==> src/hw/rtl/assert_macros.svh <==
// Assertion macros used by the pru_replicate RTL module
`ifndef ASSERT_MACROS_SVH
`define ASSERT_MACROS_SVH

`ifndef SYNTHESIS
`define ASSERT_CLK(lbl, clk, rst_n, prop, msg) \
  lbl: assert property (@(posedge clk) disable iff (!rst_n) prop) else $error(msg);
`define ASSERT_NEVER(lbl, clk, rst_n, cond, msg) \
  lbl: assert property (@(posedge clk) disable iff (!rst_n) !(cond)) else $error(msg);
`else
`define ASSERT_CLK(lbl, clk, rst_n, prop, msg)
`define ASSERT_NEVER(lbl, clk, rst_n, cond, msg)
`endif

`endif

==> src/hw/rtl/pru_pkg.sv <==
// Types, constants and helper functions of the pixel replication upscaler
package pru_pkg;

  localparam int MAX_WIDTH  = 2048;
  localparam int MAX_HEIGHT = 2048;
  localparam int MAX_SCALE  = 8;

  localparam int DIM_W   = 12;
  localparam int SCALE_W = 4;
  localparam int CFG_W   = 12;
  localparam int COL_W   = $clog2(MAX_WIDTH);
  localparam int ROW_W   = $clog2(MAX_HEIGHT);
  localparam int COPY_W  = $clog2(MAX_SCALE);

  typedef enum logic [1:0] {
    REG_IN_WIDTH  = 2'd0,
    REG_IN_HEIGHT = 2'd1,
    REG_SCALE     = 2'd2
  } reg_idx_t;

  typedef struct packed {
    logic [7:0] in_red;
    logic [7:0] in_green;
    logic [7:0] in_blue;
  } in_item_t;

  typedef struct packed {
    logic [7:0] out_red;
    logic [7:0] out_green;
    logic [7:0] out_blue;
    logic       last_copy;
    logic       row_end;
    logic [1:0] pad_bytes;
    logic       took_pixel;
    logic       frame_end;
  } out_item_t;

  typedef struct packed {
    logic [DIM_W-1:0]   width;
    logic [DIM_W-1:0]   height;
    logic [SCALE_W-1:0] scale;
    logic [1:0]         pad;
  } geom_t;

  typedef struct packed {
    in_item_t pixel;
    logic     took;
    logic     col_last;
    logic     copy_last;
    logic     row_last;
  } stage_t;

  function automatic logic [DIM_W-1:0] clamp_dim(input logic [DIM_W-1:0] v,
                                                 input logic [DIM_W-1:0] hi);
    logic [DIM_W-1:0] r;
    if (v == '0) begin
      r = DIM_W'(1);
    end else if (v > hi) begin
      r = hi;
    end else begin
      r = v;
    end
    return r;
  endfunction

  function automatic logic [SCALE_W-1:0] clamp_scale(input logic [SCALE_W-1:0] v);
    logic [SCALE_W-1:0] r;
    if (v < SCALE_W'(2)) begin
      r = SCALE_W'(2);
    end else if (v > SCALE_W'(MAX_SCALE)) begin
      r = SCALE_W'(MAX_SCALE);
    end else begin
      r = v;
    end
    return r;
  endfunction

endpackage

==> src/hw/rtl/pru_replicate.sv <==
// Copy emitter and output register
`include "assert_macros.svh"
module pru_replicate
  import pru_pkg::*;
(
  input  logic      clk,
  input  logic      rst_n,
  input  geom_t     geom,
  input  logic      s1_valid,
  input  stage_t    s1_item,
  output logic      s1_take,
  output logic      out_valid,
  input  logic      out_ready,
  output out_item_t out_data
);

  logic              rep_valid_r, rep_valid_nxt;
  logic [COPY_W-1:0] k_r, k_nxt, s_m1;
  stage_t            item_r;
  logic              out_fire, last, rend, fend;

  assign s_m1     = COPY_W'(geom.scale - SCALE_W'(1));
  assign last     = (k_r == s_m1);
  assign out_fire = rep_valid_r && out_ready;
  assign s1_take  = s1_valid && (!rep_valid_r || (out_fire && last));

  always_comb begin
    rep_valid_nxt = rep_valid_r;
    k_nxt         = k_r;
    if (s1_take) begin
      rep_valid_nxt = 1'b1;
      k_nxt         = '0;
    end else if (out_fire && last) begin
      rep_valid_nxt = 1'b0;
    end else if (out_fire) begin
      k_nxt = k_r + COPY_W'(1);
    end
  end

  always_ff @(posedge clk) begin
    if (!rst_n) begin
      rep_valid_r <= 1'b0;
      k_r         <= '0;
    end else begin
      rep_valid_r <= rep_valid_nxt;
      k_r         <= k_nxt;
    end
  end

  always_ff @(posedge clk) begin
    if (s1_take) begin
      item_r <= s1_item;
    end
  end

  assign rend = last && item_r.col_last;
  assign fend = rend && item_r.copy_last && item_r.row_last;

  always_comb begin
    out_data.out_blue   = item_r.pixel.in_blue;
    out_data.out_green  = item_r.pixel.in_green;
    out_data.out_red    = item_r.pixel.in_red;
    out_data.last_copy  = last;
    out_data.row_end    = rend;
    out_data.pad_bytes  = rend ? geom.pad : 2'd0;
    out_data.took_pixel = item_r.took;
    out_data.frame_end  = fend;
  end

  assign out_valid = rep_valid_r;

  `ASSERT_NEVER(a_copy_range, clk, rst_n, rep_valid_r && ({1'b0, k_r} >= geom.scale), "copy index beyond scale")
  `ASSERT_CLK(a_fend_row, clk, rst_n, (rep_valid_r && fend) |-> (rend && last), "frame end off row end")
  `ASSERT_CLK(a_copy_hold, clk, rst_n, (out_fire && !last) |=> (rep_valid_r && $stable(item_r)), "copy item changed mid run")
  `ASSERT_NEVER(a_pad_row, clk, rst_n, rep_valid_r && !rend && (out_data.pad_bytes != 2'd0), "pad off row end")

endmodule

==> config.mk <==
export PLATFORM = sky130hd
export DESIGN_NAME = pru_replicate
export DESIGN_NICKNAME = d
export VERILOG_FILES = /design/src/hw/rtl/pru_pkg.sv /design/src/hw/rtl/pru_replicate.sv
export VERILOG_INCLUDE_DIRS = /design/src /design/src/hw/rtl
export SDC_FILE = /design/constraint.sdc
export NUM_CORES = 1
export LEC_CHECK = 0
export BUFFER_PORTS_ARGS = -buffer_cell sky130_fd_sc_hd__buf_2
export CAP_MARGIN = 20
export CORE_MARGIN = 2
export CORE_UTILIZATION = 35
export DETAILED_ROUTE_END_ITERATION = 7
export PLACE_DENSITY = 0.72
export SLEW_MARGIN = 20
export SYNTH_ARGS = -nofsm -noshare
export SYNTH_HDL_FRONTEND = slang
export SYNTH_SLANG_ARGS = --single-unit
==> constraint.sdc <==
create_clock -name clk -period 2.5 [get_ports clk]
set_input_delay 0.25 -clock clk [delete_from_list [all_inputs] [get_ports clk]]
set_output_delay 0.25 -clock clk [all_outputs]
set_load 0.005 [all_outputs]
==> impl_metrics.toml, run 1 <==
[outcome]
outcome = "completed"

[place]
place_ws_ns = 0.321
place.gp.congestion = 0.690
hpwl_um = 1850
port_buffers = 68

[logic_synthesis]
synth_compound_area_frac = 0.0468
synthSimpleGateAreaFrac = 0.0532
synthAdderAreaFrac = 0.0180
synth_top_family_by_area = "buffers and inverters"
avgSynthCellArea_um2 = 14.9
synth_seq_area_share = 0.663
synthesis.yosys.warnings = 0
synth_edf_count = 28
synth_top_cells_by_count = "buf_4 (28), edfxtp_1 (28), dfxtp_1 (4), inv_1 (4), nand2_1 (4)"
ys_ff_latch = 32
synth.area.top_cells = "edfxtp_1 (61%), buf_4 (15%), dfxtp_1 (5.8%), ha_1 (1.8%), xnor3_1 (1.6%)"
yosysTopAreaCell = "edfxtp_1"
synth.mux.area_fraction = 0.00721
synth_nets = 157
synth.top_cell.area_share = 0.605
ys.flop_type = "edfxtp_1"
async_flop_share = 0
postSynthCellCount = 93
synth_xor_area_frac = 0.0468
synth_cell_types = 26
syn_area_um2 = 1390

[timing]
period_minus_slack_ns = 2.20
hold_viol = 0
rsz0062_at_grt = "no"
worst_slack_ns = 0.302
finalSetupViolCount = 0
slew_violations = 0
setup_tns_ns = 0
fin_skew_ns = 0.00331
fmaxAchievable_mhz = 455
max_slew_margin = 0.795
tightest_slew_ns = 0.308
post-route-period-util = 0.879

[floorplan]
start_util = 0.371
core_area_um2 = 3740
die_width_um = 67.0
rows = 22
die_height_um = 67.0
fp.dieArea_um2 = 4490
boundaryPins = 94

[route]
drt_iter0_markers = 67
drt_wl_total_um = 2320
route.detailed.drc = 0
via_per_inst = 4.27
routedWlPerCell_um = 12.1
drtAntennaViolNets = 0
first_pass_iters = 4
dr_total_vias = 820

[worst_setup_path]
r2r_cells = 5
regToRegSetupSlack_ns = 0.67
endpoint = "s1_take"
cp_max_fo = 25
reg2reg_to = "out_data[12]"
r2r_start = "k_r[2]"
cp-start-kind = "register"
arrival_ns = 1.95
worstSetupEndpointType = "output port"
critPathRequiredTime_ns = 2.25
max_stage_delay_ns = 0.46
critPathLaunch = "k_r[2]"
critPathSlowestCell = "xnor3_1"
critPathKind = "register to output port"
path_cells = "xnor3_1, nand3_2, o21ai_0, and2_1, buf_12, buf_2"

[clock_tree]
cts_buffer_depth = 2
hold_buffers = 0
cts_tree = "done"
clk_latency_ns = 0.27
clkTransAtPathRegs_ns = 0.06
clockRootBuffer = "clkbuf_8"
numCtsBuffers = 5
cts.sink_count = 32
cts_setup_buffers = 0
htree_num_levels = 2
ctsResizeCount = 0

[pwr]
power.density_nw_per_um2 = 699
p_leak_nw = 0.773
ir_worst_vdd_v = 0.000298

[worst_hold_path]
hp-class = "input port to register"

[finish]
nets = 207
num_antenna_cells = 0
drive_gt1_frac = 0.583
syn_to_final_growth_pct = 23.9
fillers = 350

[global_routing]
grt_overflow = 0
grt_pass1_wl_um = 3370
antenna_found_initial = 0
grt_pass1_vias = 784
track_usage = 0.107
grt_max_degree = 26

[flow_run]
cap_violations = 0
==> cell families (layout without fill, tap and decap cells) <==
group	after synthesis	count (layout)
flops	32	32
fa+ha+maj	2	2
mux	1	1
simple gates	13	13
buf+inv	33	84
xor+xnor	5	5
compound gates	7	7
==> metal layers <==
| metal | up-vias | share of wire | GRT usage |
|---|---|---|---|
| li1 | 395 | - | - |
| met1 | 364 | 0.37 | 0.0982 |
| met2 | 58 | 0.47 | 0.188 |
| met3 | 3 | 0.15 | 0.0676 |
| met4 | 0 | 0.0069 | 0.0459 |
| met5 | - | 0 | 0 |
==> report_power, final <==
| part | total (mW) | switching, mW | internal, mW |
|---|---|---|---|
| clock | 0.460 | 0.171 | 0.290 |
| combinational | 0.117 | 0.0566 | 0.0605 |
| sequential | 0.625 | 0.00872 | 0.617 |
==> flip-flops by register name, indices dropped and copies added (netlist names) <==
signal     cells
out_data      25
item_r         3
out_valid      1
k_r            3
==> how the worst min path moves through the flow <==
stage / start / end / slack [ns] / cells past startpoint
2_1_floorplan: s1_item[0] / item_r[0] / 0.35 / 0
4_1_cts: s1_item[2] / item_r[2] / 0.14 / 1
5_1_grt: s1_item[7] / out_data[9] / 0.13 / 1
3_3_place_gp: s1_item[7] / out_data[9] / 0.43 / 1
3_5_place_dp: s1_item[2] / item_r[2] / 0.43 / 1
6_report: s1_item[7] / out_data[9] / 0.15 / 1
==> worst max-delay path, delay by kind of cell (launching register included) <==
kind                      cells  cell delay (ns)
AOI/OAI and AO/OA             1             0.20
DFF                           1             0.32
and+or+nand+nor               2             0.35
buffers and inverters         2             0.34
xor gates and xnor gates      1             0.46
==> area by class of cell <==
type	instances	area (um^2)	share of cell area
inverters	5	18.8	0.0109
clock inverters	3	37.5	0.0218
clock buffers	5	68.8	0.0400
repair buffers	71	375	0.218
well taps	48	60.1	0.0349
flip-flops and latches	32	921	0.535
multi-input cells	28	239	0.139
==> cells in the final DEF, fill, tap and decap left out, drive strengths merged, types with 2 or more instances in the layout <==
cell | netlist | layout
buf | 28 | 71
and3 | 3 | 3
and2 | 2 | 2
xnor2 | 2 | 2
nand3 | 2 | 2
nand2 | 4 | 4
dfxtp | 4 | 4
xor2 | 2 | 2
inv | 5 | 5
edfxtp | 28 | 28
nor2 | 2 | 2
clkbuf | 0 | 5
clkinv | 0 | 2
ha | 2 | 2
==> through the flow <==
stage | hold WS, ns | total power, mW | std cells | utilization | instance area (um^2)
4_1_cts | 0.136 | 1.23 | 192 | 0.460 | 1720
3_3_place_gp | 0.426 | 0.750 | 184 | 0.431 | 1610
6_report | 0.147 | 1.20 | 192 | 0.460 | 1720
3_5_place_dp | 0.428 | 0.757 | 184 | 0.431 | 1610
2_1_floorplan | 0.349 | 0.714 | 93 | - | 1390
5_1_grt | 0.129 | 1.26 | 192 | 0.460 | 1720
Power figures use the tool's default switching activity.
==> run 2, diff against run 1 <==
Settings changed: CELL_PAD_IN_SITES_DETAIL_PLACEMENT from default to 0, CELL_PAD_IN_SITES_GLOBAL_PLACEMENT from default to 1, CORE_UTILIZATION 35 to 27, PLACE_DENSITY 0.72 to default, PLACE_DENSITY_LB_ADDON from default to 0.1.
==> impl_metrics.toml, run 2 (synthesis gave the netlist of run 1 again) <==
[outcome]
outcome = "completed"

[worst_setup_path]
cp_max_fo = 24
critPathRequiredTime_ns = 2.25
critPathKind = "register to output port"
cp-start-kind = "register"
regToRegSetupSlack_ns = 0.64
worstSetupEndpointType = "output port"
arrival_ns = 1.96

[clock_tree]
cts_tree = "done"
cts_setup_buffers = 0
htree_num_levels = 2
numCtsBuffers = 5
clockRootBuffer = "clkbuf_8"
hold_buffers = 0
cts_buffer_depth = 2
clk_latency_ns = 0.27
clkTransAtPathRegs_ns = 0.06
ctsResizeCount = 0
cts.sink_count = 32

[global_routing]
grt_overflow = 0
grt_max_degree = 25
use_met2 = 0.157
use_met1 = 0.0803
antenna_found_initial = 0
grt_pass1_vias = 817
top_usage_layer = "met2"
grt_pass1_wl_um = 3520
track_usage = 0.0859
use_met3 = 0.0370

[pwr]
ir_worst_vdd_v = 0.000208
power.density_nw_per_um2 = 637
seq_power_share = 0.571
intPower_mw = 0.866
switching_share = 0.209
p_switching_mw = 0.229
pwr-share-clk = 0.323
combPwrFrac = 0.106
p_leak_nw = 0.761

[route]
routedWlPerCell_um = 11.1
route.detailed.drc = 0
drt_wl_total_um = 2370
drtAntennaViolNets = 0
via_per_inst = 3.81
drt_iter0_markers = 24
dr_total_vias = 811
first_pass_iters = 4

[finish]
mostFrequentLayoutCell = "buf_2"
fillers = 528
nets = 207
fin_cells = 213
mostFrequentLayoutCells = "buf_2 (68), edfxtp_1 (28), clkbuf_8 (5)"
largest_reg_flops = 25
num_antenna_cells = 0
syn_to_final_growth_pct = 23.8
drive_gt1_frac = 0.587

[place]
place_inst = 206
place_ws_ns = 0.297
place.gp.congestion = 0.636
port_buffers = 68
hpwl_um = 1860

[timing]
period_minus_slack_ns = 2.21
rsz0062_at_grt = "no"
tightest_slew_ns = 0.339
finalSetupViolCount = 0
slew_violations = 0
max_slew_margin = 0.774
fmaxAchievable_mhz = 452
setup_tns_ns = 0
hold_viol = 0
post-route-period-util = 0.885
fin_skew_ns = 0.00385
worst_slack_ns = 0.288

[floorplan]
fp.dieArea_um2 = 5730
rows = 26
die_width_um = 75.7
boundaryPins = 94
start_util = 0.275
die_height_um = 75.7
core_area_um2 = 5040

[flow_run]
cap_violations = 0

[worst_hold_path]
hp-class = "input port to register"
-- run 2: layer usage --
metal | vias up | wire length [um]
met5 | - | 0
met4 | 0 | 38
met3 | 4 | 190
met2 | 34 | 1290
met1 | 379 | 854
li1 | 394 | -
-- run 2: power groups by stage --
stage / clock network [mW] / registers (mW) / logic [mW]
final: 0.354 / 0.625 / 0.116
after global routing: 0.402 / 0.628 / 0.131
after CTS: 0.375 / 0.626 / 0.120
after detailed placement: 0 / 0.637 / 0.119
after global placement: 0 / 0.636 / 0.117
after floorplan: 0 / 0.636 / 0.0774
-- run 2: path summary, 6_finish.rpt --
path	depth (start not counted)	end	start
hold / removal	1	out_data[13]	s1_item[11]
setup / recovery	6	s1_take	k_r[2]
setup reg to reg	5	out_data[20]	k_r[2]
hold reg to reg	2	k_r[2]	k_r[2]
-- run 2: per-stage QoR --
step | cell area [um^2] | power, mW | hold WS [ns] | util
finish | 1720 | 1.09 | 0.151 | 0.341
global route | 1720 | 1.16 | 0.131 | 0.341
CTS | 1720 | 1.12 | 0.137 | 0.341
detailed placement | 1640 | 0.756 | 0.428 | 0.326
global placement | 1640 | 0.753 | 0.426 | 0.326
floorplan | 1390 | 0.714 | 0.349 | -
-- run 2: cell type report --
type | count | area, um^2 | area share
multi-input cells | 28 | 239 | 0.139
clock buffers | 6 | 72.6 | 0.0422
inverters | 5 | 18.8 | 0.0109
clock inverters | 1 | 5.00 | 0.00291
flip-flops and latches | 32 | 921 | 0.536
repair buffers | 71 | 375 | 0.218
well taps | 70 | 87.6 | 0.0509
-- run 2: worst max-delay path, cell delays in order, from the launching register on --
cell and delay (ns):
dfxtp_1 0.33, xnor3_1 0.45, nand3_2 0.13, o21ai_0 0.21, and2_1 0.24, buf_12 0.20
buf_2 0.13
==> run 3, diff against run 2 <==
Settings changed: BUFFER_PORTS_ARGS -buffer_cell sky130_fd_sc_hd__buf_2 to default, CORE_UTILIZATION 27 to 40, DONT_BUFFER_PORTS from default to 1.
==> impl_metrics.toml, run 3 (synthesis gave the netlist of run 1 again) <==
[worst_setup_path]
critPathRequiredTime_ns = 2.25
cp_num_buf_inv = 1
cp_top_family = "XOR/XNOR gates"
cp_max_fo = 23
cp-start-kind = "register"
arrival_ns = 1.88
r2r_cells = 5
critPathKind = "register to output port"
cp_num_cells = 5
path_cells = "xnor3_1, nand3_2, o21ai_0, and2_1, buf_12"
worstSetupEndpointType = "output port"
critPathSlowestCell = "xnor3_1"
max_stage_delay_ns = 0.47

[flow_run]
cap_violations = 0

[clock_tree]
hold_buffers = 8
ctsResizeCount = 0
cts.sink_count = 32
clkTransAtPathRegs_ns = 0.10
cts_buffer_depth = 2
cts_tree = "done"
cts_setup_buffers = 0
numCtsBuffers = 5
clockRootBuffer = "clkbuf_4"
clk_latency_ns = 0.32
htree_num_levels = 2

[finish]
nets = 167
mostFrequentLayoutCells = "dlygate4sd3_1 (28), edfxtp_1 (28), clkbuf_4 (5)"
final_core_util = 0.488
syn_to_final_growth_pct = 17.2
fillers = 300
num_antenna_cells = 0
largest_reg_flops = 25
fin_cells = 150
seq_area_um2 = 921
design_area_um2 = 1630
drive_gt1_frac = 0.163
multi_input_area_um2 = 239

[place]
place_inst = 114
hpwl_um = 1440
place.gp.congestion = 0.655
port_buffers = 0
placed_area_um2 = 1270

[worst_hold_path]
hold_depth = 1
hp-class = "input port to register"

[timing]
fmaxAchievable_mhz = 469
post-route-period-util = 0.853
slew_violations = 0
hold_viol = 0
max_slew_margin = 0.748
rsz0062_at_grt = "no"
fin_skew_ns = 0.0135
setup_tns_ns = 0
period_minus_slack_ns = 2.13
finalSetupViolCount = 0
tightest_slew_ns = 0.378

[floorplan]
core_area_um2 = 3340
die_height_um = 62.9
fp.dieArea_um2 = 3960
start_util = 0.416
boundaryPins = 94
die_width_um = 62.9
rows = 21

[route]
first_pass_iters = 4
dr_total_vias = 669
drtAntennaViolNets = 0
route.detailed.drc = 0
drt_wl_total_um = 2100
routedWlPerCell_um = 14.0
drt_iter0_markers = 18
via_per_inst = 4.46

[global_routing]
use_met3 = 0.0613
use_met2 = 0.164
grt_pass1_wl_um = 2990
track_usage = 0.105
antenna_found_initial = 0
grt_pass1_vias = 604
grt_overflow = 0
top_usage_layer = "met2"
grt_max_degree = 24
use_met1 = 0.113

[outcome]
outcome = "completed"

[pwr]
ir_worst_vdd_v = 0.000310
p_leak_nw = 0.603
power.density_nw_per_um2 = 675
==> run 3: cell types whose count changed in the layout (fill, tap and decap cells not counted) <==
cell	previous run	this run
buf_2	68	0
dlygate4sd3_1	0	28
clkbuf_4	0	5
clkbuf_8	5	0
bufinv_16	0	1
==> run 3: worst paths after layout <==
check / slack [ns] / startpoint / to
setup / recovery: 0.37 / k_r[2] / s1_take
hold / removal: 0.08 / rst_n / out_valid
setup reg to reg: 0.64 / k_r[2] / out_data[21]
hold reg to reg: 0.49 / k_r[2] / k_r[2]
==> run 3: power breakdown <==
group	switching, mW	internal, mW
combinational	0.0402	0.0523
sequential	0.0152	0.616
clock	0.165	0.210
==> run 3: final cells by class <==
cell class	count	share of cell area
Clock inverter	2	0.0215
Multi-Input combinational cell	28	0.147
Timing Repair Buffer	31	0.194
Inverter	5	0.0115
Tap cell	46	0.0354
Sequential cell	32	0.566
Clock buffer	6	0.0254
==> run 3: stage by stage <==
step	total power, mW	setup WS [ns]	hold WS, ns
2_1_floorplan	0.714	0.117	0.349
3_3_place_gp	0.701	0.562	0.349
3_5_place_dp	0.703	0.524	0.349
4_1_cts	1.09	0.324	0.000324
5_1_grt	1.15	0.205	0.0444
6_report	1.10	0.368	0.0755
==> run 3: worst reg2reg max path, cell delays in order (launching register included) <==
cell	delay, ns
dfxtp_1	0.34
xnor3_1	0.47
nand3_2	0.13
o21ai_0	0.19
and2_1	0.24
buf_12	0.20
==> run 3: metal layers <==
layer	part of all wire	vias up	wire [um]
met3	0.092	2	194
met5	0	-	0
li1	-	315	-
met1	0.40	308	831
met4	0.0081	0	17
met2	0.50	44	1060
